[config.mk]
export PLATFORM = sky130hd
export DESIGN_NAME = atgs_ctrl
export DESIGN_NICKNAME = d
export VERILOG_FILES = /design/src/rtl/atgs_pkg.sv /design/src/rtl/atgs_ctrl.sv
export SDC_FILE = /design/constraint.sdc
export NUM_CORES = 1
export LEC_CHECK = 0
export ABC_AREA = 0
export BUFFER_PORTS_ARGS = -buffer_cell sky130_fd_sc_hd__buf_2
export CORE_MARGIN = 2
export CORE_UTILIZATION = 25
export CTS_BUF_LIST = sky130_fd_sc_hd__clkbuf_16
export DETAILED_ROUTE_END_ITERATION = 10
export GPL_TIMING_DRIVEN = 0
export PLACE_DENSITY = 0.53
export SYNTH_ARGS = -nofsm -noshare
export SYNTH_HDL_FRONTEND = slang
export SYNTH_SLANG_ARGS = --single-unit
[constraint.sdc]
create_clock -name clk -period 2.1 [get_ports clk]
set_input_delay 0.105 -clock clk [delete_from_list [all_inputs] [get_ports clk]]
set_output_delay 0.105 -clock clk [all_outputs]
set_load 0.01 [all_outputs]
[src/rtl/atgs_pkg.sv]
// -----------------------------------------------------------------------------
// atgs_pkg: shared types and constants
// Table sizes, field widths, datapath opcodes and the command and status
// words between the controller and the datapath.
// -----------------------------------------------------------------------------
package atgs_pkg;

	localparam int MAX_TOPICS  = 64;
	localparam int TOPIC_W     = 6;
	localparam int WORD_W      = 12;
	localparam int AUTHOR_W    = 8;
	localparam int N_AUTH      = 4;
	localparam int LIST_W      = 2;
	localparam int CNT_IN_W    = 3;
	localparam int COUNT_W     = 20;
	localparam int TOTAL_W     = 24;
	localparam int CUM_W       = 40;
	localparam int FRAC_W      = 32;
	localparam int DIV_W       = 42;
	localparam int PRIOR_W     = 24;
	localparam int K_W         = 7;
	localparam int V_W         = 13;
	localparam int U_W         = 16;
	localparam int CFG_DATA_W  = 24;
	localparam int CFG_IDX_W   = 2;
	localparam int WT_ADDR_W   = WORD_W + TOPIC_W;
	localparam int AT_ADDR_W   = AUTHOR_W + TOPIC_W;
	localparam int CUM_ADDR_W  = LIST_W + TOPIC_W;
	localparam int CLR_W       = WT_ADDR_W;
	localparam int VB_W        = V_W + PRIOR_W;
	localparam int KA_W        = K_W + PRIOR_W;

	localparam logic [K_W-1:0]     TOPICS_RST = K_W'(64);
	localparam logic [V_W-1:0]     VOCAB_RST  = V_W'(4096);
	localparam logic [PRIOR_W-1:0] ALPHA_RST  = PRIOR_W'(32768);
	localparam logic [PRIOR_W-1:0] BETA_RST   = PRIOR_W'(6554);

	typedef enum logic [CFG_IDX_W-1:0] {
		REG_TOPICS,
		REG_VOCAB,
		REG_ALPHA,
		REG_BETA
	} cfg_reg_t;

	typedef enum logic [3:0] {
		OP_NOP,
		OP_CLEAR,
		OP_CAPTURE,
		OP_READ,
		OP_DEC,
		OP_INC,
		OP_DIVW,
		OP_DIVA,
		OP_MUL,
		OP_ACC,
		OP_THR,
		OP_SCAN,
		OP_CMP
	} dp_op_t;

	typedef enum logic [1:0] {
		PAIR_OLD,
		PAIR_LIST,
		PAIR_PICK
	} pair_t;

	typedef struct packed {
		dp_op_t              op;
		pair_t               pair;
		logic [LIST_W-1:0]   idx_i;
		logic [TOPIC_W-1:0]  idx_k;
		logic [CLR_W-1:0]    clr_addr;
	} dp_cmd_t;

	typedef struct packed {
		logic                is_sample;
		logic [LIST_W-1:0]   n_m1;
		logic [TOPIC_W-1:0]  k_m1;
		logic                div_done;
		logic                hit;
	} dp_stat_t;

endpackage

[src/rtl/atgs_ctrl.sv]
// -----------------------------------------------------------------------------
// atgs_ctrl: sampler sequencer
// Clearing sweep after reset, then per word: add counts in; resample removes,
// weighs every (author, topic), draws, scans, counts back in; both strobe done.
// -----------------------------------------------------------------------------
module atgs_ctrl (
	input  logic                 clk,
	input  logic                 arst_n,
	input  logic                 start,
	output logic                 busy,
	output logic                 done,
	output atgs_pkg::dp_cmd_t    cmd,
	input  atgs_pkg::dp_stat_t   stat
);

	typedef enum logic [3:0] {
		S_CLEAR, S_IDLE, S_RD_OLD, S_UPD_OLD, S_W_RD, S_DIV_W, S_WAIT_W,
		S_DIV_A, S_WAIT_A, S_MUL, S_ACC, S_THR, S_SC_RD, S_SC_CMP,
		S_RD_NEW, S_UPD_NEW
	} state_t;

	state_t                        state_q;
	logic [atgs_pkg::LIST_W-1:0]   i_q;
	logic [atgs_pkg::TOPIC_W-1:0]  k_q;
	logic [atgs_pkg::CLR_W-1:0]    clr_q;
	logic                          done_q;
	logic                          last;

	assign last = (i_q == stat.n_m1) && (k_q == stat.k_m1);

	always_ff @(posedge clk or negedge arst_n) begin
		if (!arst_n) begin
			state_q <= S_CLEAR;
			i_q     <= '0;
			k_q     <= '0;
			clr_q   <= '0;
			done_q  <= 1'b0;
		end else begin
			done_q <= 1'b0;
			case (state_q)
				S_CLEAR: begin
					clr_q <= clr_q + 1'b1;
					if (clr_q == '1)
						state_q <= S_IDLE;
				end
				S_IDLE:    if (start) state_q <= S_RD_OLD;
				S_RD_OLD:  state_q <= S_UPD_OLD;
				S_UPD_OLD: begin
					i_q <= '0;
					k_q <= '0;
					if (stat.is_sample) begin
						state_q <= S_W_RD;
					end else begin
						done_q  <= 1'b1;
						state_q <= S_IDLE;
					end
				end
				S_W_RD:   state_q <= S_DIV_W;
				S_DIV_W:  state_q <= S_WAIT_W;
				S_WAIT_W: if (stat.div_done) state_q <= S_DIV_A;
				S_DIV_A:  state_q <= S_WAIT_A;
				S_WAIT_A: if (stat.div_done) state_q <= S_MUL;
				S_MUL:    state_q <= S_ACC;
				S_ACC: begin
					if (last) begin
						state_q <= S_THR;
					end else begin
						state_q <= S_W_RD;
						if (k_q == stat.k_m1) begin
							k_q <= '0;
							i_q <= i_q + 1'b1;
						end else begin
							k_q <= k_q + 1'b1;
						end
					end
				end
				S_THR: begin
					i_q     <= '0;
					k_q     <= '0;
					state_q <= S_SC_RD;
				end
				S_SC_RD:  state_q <= S_SC_CMP;
				S_SC_CMP: begin
					if (stat.hit || last) begin
						state_q <= S_RD_NEW;
					end else begin
						state_q <= S_SC_RD;
						if (k_q == stat.k_m1) begin
							k_q <= '0;
							i_q <= i_q + 1'b1;
						end else begin
							k_q <= k_q + 1'b1;
						end
					end
				end
				S_RD_NEW:  state_q <= S_UPD_NEW;
				S_UPD_NEW: begin
					done_q  <= 1'b1;
					state_q <= S_IDLE;
				end
				default: state_q <= S_IDLE;
			endcase
		end
	end

	always_comb begin
		cmd.op       = atgs_pkg::OP_NOP;
		cmd.pair     = atgs_pkg::PAIR_LIST;
		cmd.idx_i    = i_q;
		cmd.idx_k    = k_q;
		cmd.clr_addr = clr_q;
		case (state_q)
			S_CLEAR:   cmd.op = atgs_pkg::OP_CLEAR;
			S_IDLE:    if (start) cmd.op = atgs_pkg::OP_CAPTURE;
			S_RD_OLD: begin
				cmd.op   = atgs_pkg::OP_READ;
				cmd.pair = atgs_pkg::PAIR_OLD;
			end
			S_UPD_OLD: cmd.op = stat.is_sample ? atgs_pkg::OP_DEC : atgs_pkg::OP_INC;
			S_W_RD:    cmd.op = atgs_pkg::OP_READ;
			S_DIV_W:   cmd.op = atgs_pkg::OP_DIVW;
			S_DIV_A:   cmd.op = atgs_pkg::OP_DIVA;
			S_MUL:     cmd.op = atgs_pkg::OP_MUL;
			S_ACC:     cmd.op = atgs_pkg::OP_ACC;
			S_THR:     cmd.op = atgs_pkg::OP_THR;
			S_SC_RD:   cmd.op = atgs_pkg::OP_SCAN;
			S_SC_CMP:  cmd.op = atgs_pkg::OP_CMP;
			S_RD_NEW: begin
				cmd.op   = atgs_pkg::OP_READ;
				cmd.pair = atgs_pkg::PAIR_PICK;
			end
			S_UPD_NEW: cmd.op = atgs_pkg::OP_INC;
			default:   cmd.op = atgs_pkg::OP_NOP;
		endcase
	end

	assign busy = (state_q != S_IDLE);
	assign done = done_q;

endmodule

==> qor.log, run 1 <==
INFO  route          detail_route.wirelength=4490microns
INFO  power          seq_power_share=29.8%
INFO  die            dieWidth=90.4microns
INFO  power          cellPowerDensity=1140mW/mm^2
INFO  power          total_switching_power=1.05mW
INFO  synth          synthesis.instances=203
INFO  timing         whs=138ps
INFO  synth          synthMuxAreaShare=1.14%
INFO  critical_path  slowest_stage=sky130_fd_sc_hd__or4_4
INFO  clock_network  cts.root.buffer_cell=sky130_fd_sc_hd__clkbuf_16
INFO  clock_network  clock-sinks=31
INFO  hold_path      hp-class=in -> reg
INFO  synth          synth_top_family_by_area=simple AND/OR/NAND/NOR gates
INFO  synth          synth_edf_count=0
INFO  synth          synth_area=0.00187sqmm
INFO  global_route   grt_pass1_vias=1,574
INFO  layout         layout.area.seq=776squm
INFO  critical_path  worst-r2r-cell-count=7
INFO  synth          ys_seq_elements=31
INFO  die            start_util=25.7%
INFO  layout         areaGrowthSynthToFinish=30.3%
INFO  clock_network  htreeDepth=2
INFO  timing         final-setup-viol-count=0
INFO  layout         num-nets-final=276
INFO  timing         period_needed=1920ps
INFO  route          detail_route.vias_per_cell=4.68
INFO  synth          netlist-cell-type-count=45
INFO  global_route   grt_first_pass_wirelength=7760microns
INFO  hold_path      holdPathStages=3
INFO  synth          post_synth_xor_area_fraction=13.6%
INFO  layout         multi_input_comb_area=0.00104sqmm
INFO  synth          yosys.area_share.adder=1.34%
INFO  timing         hold_viol_final=0
INFO  global_route   grt.overflow.total=0
INFO  timing         finalMaxSlewViolations=0
INFO  route          detailroute.via_count=1,685
INFO  synth          synth.net_count=219
INFO  power          static_power_due_to_leakage=1.18nW
INFO  die            row_count=31
INFO  place          detailed_place_hpwl=3350microns
INFO  die            chipHeight=90.4microns
INFO  critical_path  path_delay_family=simple AND/OR/NAND/NOR gates
INFO  route          antenna_violating_nets_post_route=0
INFO  route          first_iter_violations=66
INFO  critical_path  setup.worst_path.end_class=register
INFO  power          intPower=1.72mW
INFO  layout         n_antenna_cell=0
INFO  route          drt_drc_violations_left=0
INFO  critical_path  path_buf_inv=3
INFO  flow_run       timing.max_cap.violations=0
INFO  timing         fin_crit_sh=91.5%
INFO  power          peakVddDrop=0.548mV
INFO  die            total_die_area=0.00817sqmm
INFO  run_status     outcome=finished clean
INFO  critical_path  cp-start-kind=register
INFO  clock_network  numCtsBuffers=5
INFO  timing         worst_slew_margin_relative_to_its_limit=52.5%
INFO  place          io_buffers=47
INFO  synth          syn_avg_cell_area=9.20squm
INFO  global_route   grt_max_degree=32
INFO  timing         rsz0062_at_grt=no
INFO  critical_path  critical_path_class=reg -> reg
INFO  clock_network  tritoncts=yes
INFO  layout         layout_common_cells=sky130_fd_sc_hd__buf_2 (47), sky130_fd_sc_hd__dfrtp_1 (31), sky130_fd_sc_hd__nand2_1 (25), sky130_fd_sc_hd__xnor2_1 (22), sky130_fd_sc_hd__a21oi_1 (17)
INFO  clock_network  clk_pin_slew_worst_paths=50ps
INFO  layout         drive_gt1_share=27.2%
INFO  layout         fillCellCount=780
INFO  timing         worst_pin_slew=712ps
INFO  synth          ys_dominant_reg_cell=sky130_fd_sc_hd__dfrtp_1
INFO  timing         max_clock_freq=520MHz
INFO  critical_path  critical_path_depth=7
INFO  clock_network  clock_path_buffers=2
INFO  critical_path  crit_chain=buf_6 -> or4_4 -> buf_6 -> nor3_4 -> nor3b_4 -> buf_4 -> xor2_1
INFO  timing         tns=0ps
INFO  synth          synth-warning-count=0
INFO  synth          synth-seq-area-share=41.6%
INFO  die            design.portCount=48
INFO  global_route   gr_util_all_layers=11.5%
INFO  synth          synth-async-reset-ratio=100%
INFO  layout         mostFrequentLayoutCell=sky130_fd_sc_hd__buf_2
INFO  die            core_area=0.00725sqmm
INFO  power          portion_of_total_power_attributed_to_combinational_logic=41.5%
INFO  place          place.gp.congestion=0.847
INFO  clock_network  worstSkewPairLatency=270ps
INFO  synth          synthSimpleGateAreaFrac=25.5%
INFO  layout         postLayoutCoreUtil=33.5%
INFO  synth          synth-compound-area-share=13.4%
INFO  critical_path  cp_data_required_time=2290ps
INFO  power          switching_share=37.9%
INFO  timing         clock-skew-final=3.58ps
INFO  power          clkPwrFrac=28.7%
INFO  route          routed_wire_length_per_instance=12.5microns
INFO  critical_path  cp_data_arrival_time=2110ps
INFO  route          drtPass1Iterations=4
INFO  critical_path  timing.critical_path.slowest_cell_delay=470ps
INFO  global_route   grt_antenna_before_repair=0
INFO  critical_path  path_common_cell=sky130_fd_sc_hd__buf_6
INFO  critical_path  path_max_fanout=10
[flip-flops by register name, summed over array words and instances, names as in the netlist]
| name | count |
|---|---|
| clr_q | 18 |
| done | 1 |
| i_q | 2 |
| k_q | 6 |
| state_q | 4 |
[worst reg2reg max path: cells and delay by family (launching register included)]
family	cells	cell delay (ps)
XOR/XNOR	1	130
buffers and inverters	3	450
flip-flops	1	370
AND/OR/NAND/NOR	3	880
[cell families (layout without fill, tap and decap cells)]
group / count (synthesis) / in the layout
compound gates: 41 / 41
buf+inv: 13 / 71
xor+xnor: 29 / 29
mux: 2 / 2
simple gates: 85 / 85
flops: 31 / 31
fa+ha+maj: 2 / 2
[area by class of cell]
cell class,instances,share of cell area (%)
sequential,31,31.9
clock inverter,3,1.59
buffer,8,2.06
tap,99,5.09
timing repair buffer,50,10.7
clock buffer,5,5.14
inverter,5,0.772
multi-input combinational,159,42.7
[final timing paths]
path | startpoint | endpoint | slack (ps)
max | state_q[0]$_DFFE_PN0P_ | clr_q[11]$_DFFE_PN0P_ | 180
min | stat[10] | done$_DFF_PN0_ | 140
max reg2reg | state_q[0]$_DFFE_PN0P_ | clr_q[11]$_DFFE_PN0P_ | 180
min reg2reg | clr_q[16]$_DFFE_PN0P_ | clr_q[16]$_DFFE_PN0P_ | 480
max in group asynchronous | arst_n | k_q[4]$_DFFE_PN0P_ | 1220
min in group asynchronous | arst_n | clr_q[14]$_DFFE_PN0P_ | 420
[routing by layer]
layer  vias up  part of all wire (%)  global-route usage, %  wire length, microns
li1        838                     -                      -                     -
met1       800                    48                   16.2                  2160
met2        43                    47                   17.6                  2100
met3         4                   4.1                   2.59                   186
met4         0                  0.94                   3.46                    42
met5         -                     0                      0                     0
[power by group through the flow]
stage	combinational [mW]	clock [mW]	sequential, mW
3_5_place_dp	1.13	0	0.839
3_3_place_gp	1.13	0	0.836
4_1_cts	1.14	0.821	0.829
6_report	1.15	0.796	0.825
2_1_floorplan	0.777	0	0.837
5_1_grt	1.29	0.850	0.846
[metrics by stage]
| step | instances | total power [mW] | instance area (sq um) | setup slack [ps] |
|---|---|---|---|---|
| 2_1_floorplan | 203 | 1.61 | 1870 | 198 |
| 3_3_place_gp | 349 | 1.96 | 2230 | 59.0 |
| 3_5_place_dp | 349 | 1.97 | 2230 | 63.9 |
| 4_1_cts | 358 | 2.79 | 2400 | 11.2 |
| 5_1_grt | 360 | 2.99 | 2430 | 45.6 |
| 6_report | 360 | 2.77 | 2430 | 179 |
[synthesized netlist by cell type (3+ instances only)]
library cell,instances,area share (%)
sky130_fd_sc_hd__a211oi_1,3,1.2
sky130_fd_sc_hd__a21oi_1,17,4.6
sky130_fd_sc_hd__and3_1,5,1.7
sky130_fd_sc_hd__clkbuf_1,4,0.80
sky130_fd_sc_hd__dfrtp_1,31,42
sky130_fd_sc_hd__inv_1,5,1.0
sky130_fd_sc_hd__nand2_1,25,5.0
sky130_fd_sc_hd__nand3_1,5,1.3
sky130_fd_sc_hd__nand4_1,7,2.3
sky130_fd_sc_hd__nor2_1,15,3.0
sky130_fd_sc_hd__nor3_1,4,1.1
sky130_fd_sc_hd__nor4_1,3,1.0
sky130_fd_sc_hd__o211ai_1,3,1.2
sky130_fd_sc_hd__o21ai_0,7,1.9
sky130_fd_sc_hd__or3_1,3,1.0
sky130_fd_sc_hd__xnor2_1,22,10
sky130_fd_sc_hd__xor2_1,7,3.3
[what timing repair did]
| item | in CTS | in global routing |
|---|---|---|
| pin swaps | 0 | 1 |
| buffers inserted | 0 | 2 |
| hold buffers | 1 | 0 |
| gates resized for setup | 2 | 6 |
| setup endpoints to repair | 1 | 11 |
| hold endpoints to repair | 31 | 0 |
(Power assumes the default switching activity.)
==> inputs of run 2 (changes only) <==
HOLD_SLACK_MARGIN = 0.02   (was unset)
PLACE_DENSITY = 0.45   (was 0.53)
TNS_END_PERCENT = 10   (was unset)
==> qor.log, run 2 (synthesized netlist as in run 1, its figures left out) <==
INFO  critical_path  cp_data_required_time=2000ps [-290 ps]
INFO  place          place_inst=349 [unchanged]
INFO  clock_network  post-cts-setup-buffer-count=0 [unchanged]
INFO  hold_path      hp-class=in -> reg
INFO  timing         fin_crit_sh=99.2% [+7.7 points]
INFO  die            core_area=0.00725sqmm [unchanged]
INFO  route          antenna_violating_nets_post_route=0 [unchanged]
INFO  timing         tns=0ps [unchanged]
INFO  place          detailed_place.area=0.00223sqmm [unchanged]
INFO  route          detail_route.wirelength=4660microns [+3.9%]
INFO  critical_path  cp-start-kind=register
INFO  global_route   grt_max_degree=32 [unchanged]
INFO  timing         period_needed=2080ps [+161 ps]
INFO  global_route   grt_first_pass_wirelength=7760microns [unchanged]
INFO  place          io_buffers=47 [unchanged]
INFO  layout         largest_register_ff_count=18 [unchanged]
INFO  clock_network  clock_path_buffers=2 [unchanged]
INFO  layout         layout_common_cells=sky130_fd_sc_hd__buf_2 (47), sky130_fd_sc_hd__dfrtp_1 (31), sky130_fd_sc_hd__nand2_1 (25), sky130_fd_sc_hd__xnor2_1 (22), sky130_fd_sc_hd__a21oi_1 (17)
INFO  timing         final-setup-viol-count=0 [unchanged]
INFO  route          detail_route.vias_per_cell=4.66 [-0.46%]
INFO  timing         worst_pin_slew=720ps [+7.44 ps]
INFO  timing         fin_ws=17.4ps [-161 ps]
INFO  route          routed_wire_length_per_instance=13.0microns [+4.5%]
INFO  die            chipHeight=90.4microns [unchanged]
INFO  global_route   grt_pass1_vias=1,570 [-0.25%]
INFO  timing         clock-skew-final=7.40ps [+3.81 ps]
INFO  layout         stdcell_count=358 [-0.56%]
INFO  critical_path  timing.reg2reg.setup_slack=120ps [-60 ps]
INFO  layout         mostFrequentLayoutCell=sky130_fd_sc_hd__buf_2
INFO  route          detailroute.via_count=1,668 [-1.0%]
INFO  clock_network  worstSkewPairLatency=270ps [about the same]
INFO  route          first_iter_violations=45 [-32%]
INFO  hold_path      min_from=stat[10]
INFO  layout         register_with_the_most_flip_flops=clr_q
INFO  layout         areaGrowthSynthToFinish=27.5%
INFO  place          detailed_place_hpwl=3430microns [+2.3%]
INFO  die            start_util=25.7% [unchanged]
INFO  power          cellPowerDensity=1110mW/mm^2 [-2.2%]
INFO  clock_network  clk_pin_slew_worst_paths=50ps [about the same]
INFO  layout         drive_gt1_share=25.1% [-2.1 points]
INFO  die            dieWidth=90.4microns [unchanged]
INFO  critical_path  cp_data_arrival_time=1980ps [-130 ps]
INFO  timing         hold_viol_final=0 [unchanged]
INFO  route          drt_drc_violations_left=0 [unchanged]
INFO  die            total_die_area=0.00817sqmm [unchanged]
INFO  critical_path  setup.worst_path.end_class=output pin
INFO  die            design.portCount=48 [unchanged]
INFO  timing         worst_slew_margin_relative_to_its_limit=52.0% [-0.50 points]
INFO  layout         num-nets-final=274 [-0.72%]
INFO  timing         rsz0062_at_grt=yes
INFO  layout         fillCellCount=785 [+0.64%]
INFO  global_route   grt_antenna_before_repair=0 [unchanged]
INFO  power          peakVddDrop=0.589mV [+7.5%]
INFO  critical_path  worst-r2r-cell-count=5 [-2]
INFO  layout         postLayoutCoreUtil=32.8% [-0.71 points]
INFO  route          drtPass1Iterations=4 [unchanged]
INFO  global_route   gr_util_all_layers=11.6% [+0.069 points]
INFO  die            row_count=31 [unchanged]
INFO  place          place_ws=53.8ps [-10.1 ps]
INFO  power          static_power_due_to_leakage=1.14nW [-3.8%]
INFO  hold_path      holdPathStages=3 [unchanged]
INFO  clock_network  numCtsBuffers=5 [unchanged]
INFO  layout         n_antenna_cell=0 [unchanged]
INFO  clock_network  tritoncts=yes
INFO  timing         max_clock_freq=480MHz [-7.7%]
INFO  critical_path  critical_path_class=reg -> out
INFO  layout         final_design_area_no_fill=0.00238sqmm [-2.1%]
INFO  flow_run       timing.max_cap.violations=0 [unchanged]
INFO  global_route   grt.overflow.total=0 [unchanged]
INFO  critical_path  critical_path.reg2reg.endpoint=k_q[0]$_DFFE_PN0P_
INFO  clock_network  htreeDepth=2 [unchanged]
INFO  clock_network  cts.root.buffer_cell=sky130_fd_sc_hd__clkbuf_16
INFO  layout         largestRegisters=clr_q x18, k_q x6, state_q x4
INFO  run_status     outcome=finished clean
INFO  hold_path      hold-path-endpoint=done$_DFF_PN0_
INFO  clock_network  clock-sinks=31 [unchanged]
INFO  place          place.gp.congestion=0.813 [-4.0%]
INFO  timing         finalMaxSlewViolations=0 [unchanged]
INFO  critical_path  r2r_start=i_q[0]$_DFFE_PN0P_
INFO  critical_path  path_max_fanout=10 [unchanged]
## run 2: changes by cell type in the layout (fill, tap and decap cells not counted), sizes merged
cell / previous run / this run
clkinvlp: 0 / 1
bufinv: 1 / 0
buf: 51 / 50
clkbuf: 11 / 10
## run 2: metal layers
metal	vias to the layer above	share of wire [%]	track usage (%)
met4	0	1.5	3.85
met3	7	4.2	3.01
met2	34	45	18.2
met1	794	50	15.5
met5	-	0	0
li1	833	-	-
## run 2: metrics by stage
| stage | total power, mW | hold WS, ps |
|---|---|---|
| 6_report | 2.65 | 149 |
| 2_1_floorplan | 1.61 | -191 |
| 4_1_cts | 2.69 | 145 |
| 3_3_place_gp | 1.98 | 218 |
| 5_1_grt | 2.86 | 178 |
| 3_5_place_dp | 1.98 | 208 |
## run 2: critical path, stage by stage, from the launching register on
cell,delay (ps)
sky130_fd_sc_hd__dfrtp_1,460
sky130_fd_sc_hd__clkbuf_1,390
sky130_fd_sc_hd__nand2_1,200
sky130_fd_sc_hd__nor2_2,280
sky130_fd_sc_hd__a21oi_1,70
sky130_fd_sc_hd__a21oi_1,150
sky130_fd_sc_hd__buf_2,140
## run 2: report_power, final
| part | internal (mW) | switching, mW |
|---|---|---|
| clock network | 0.430 | 0.251 |
| registers | 0.701 | 0.129 |
| logic | 0.463 | 0.681 |
## run 2: what timing repair did
item,4_1_cts,5_1_grt
hold endpoints to repair,31,0
endpoints found under the setup margin,1,8
gates resized for setup,2,1
pin swaps,0,3
hold buffers,1,0
## run 2: how the worst max path moves through the flow
stage	start	to	slack, ps	depth (start not counted)
after CTS	state_q[1]$_DFFE_PN0P_	cmd[29]	20	6
after global routing	state_q[1]$_DFFE_PN0P_	cmd[29]	-140	6
final	state_q[1]$_DFFE_PN0P_	cmd[29]	20	6
after global placement	state_q[0]$_DFFE_PN0P_	clr_q[13]$_DFFE_PN0P_	50	7
after detailed placement	state_q[0]$_DFFE_PN0P_	clr_q[17]$_DFFE_PN0P_	50	7
after floorplan	state_q[0]$_DFFE_PN0P_	clr_q[13]$_DFFE_PN0P_	200	7
## run 2: area by class of cell
| cell class | count | area (sq um) | share of cell area [%] |
|---|---|---|---|
| well taps | 99 | 124 | 5.20 |
| plain buffers | 8 | 47.5 | 2.00 |
| flip-flops and latches | 31 | 776 | 32.6 |
| clock buffers | 5 | 125 | 5.25 |
| clock inverters | 3 | 15.0 | 0.631 |
| repair buffers | 48 | 245 | 10.3 |
| multi-input cells | 159 | 1030 | 43.2 |
| inverters | 5 | 18.8 | 0.788 |
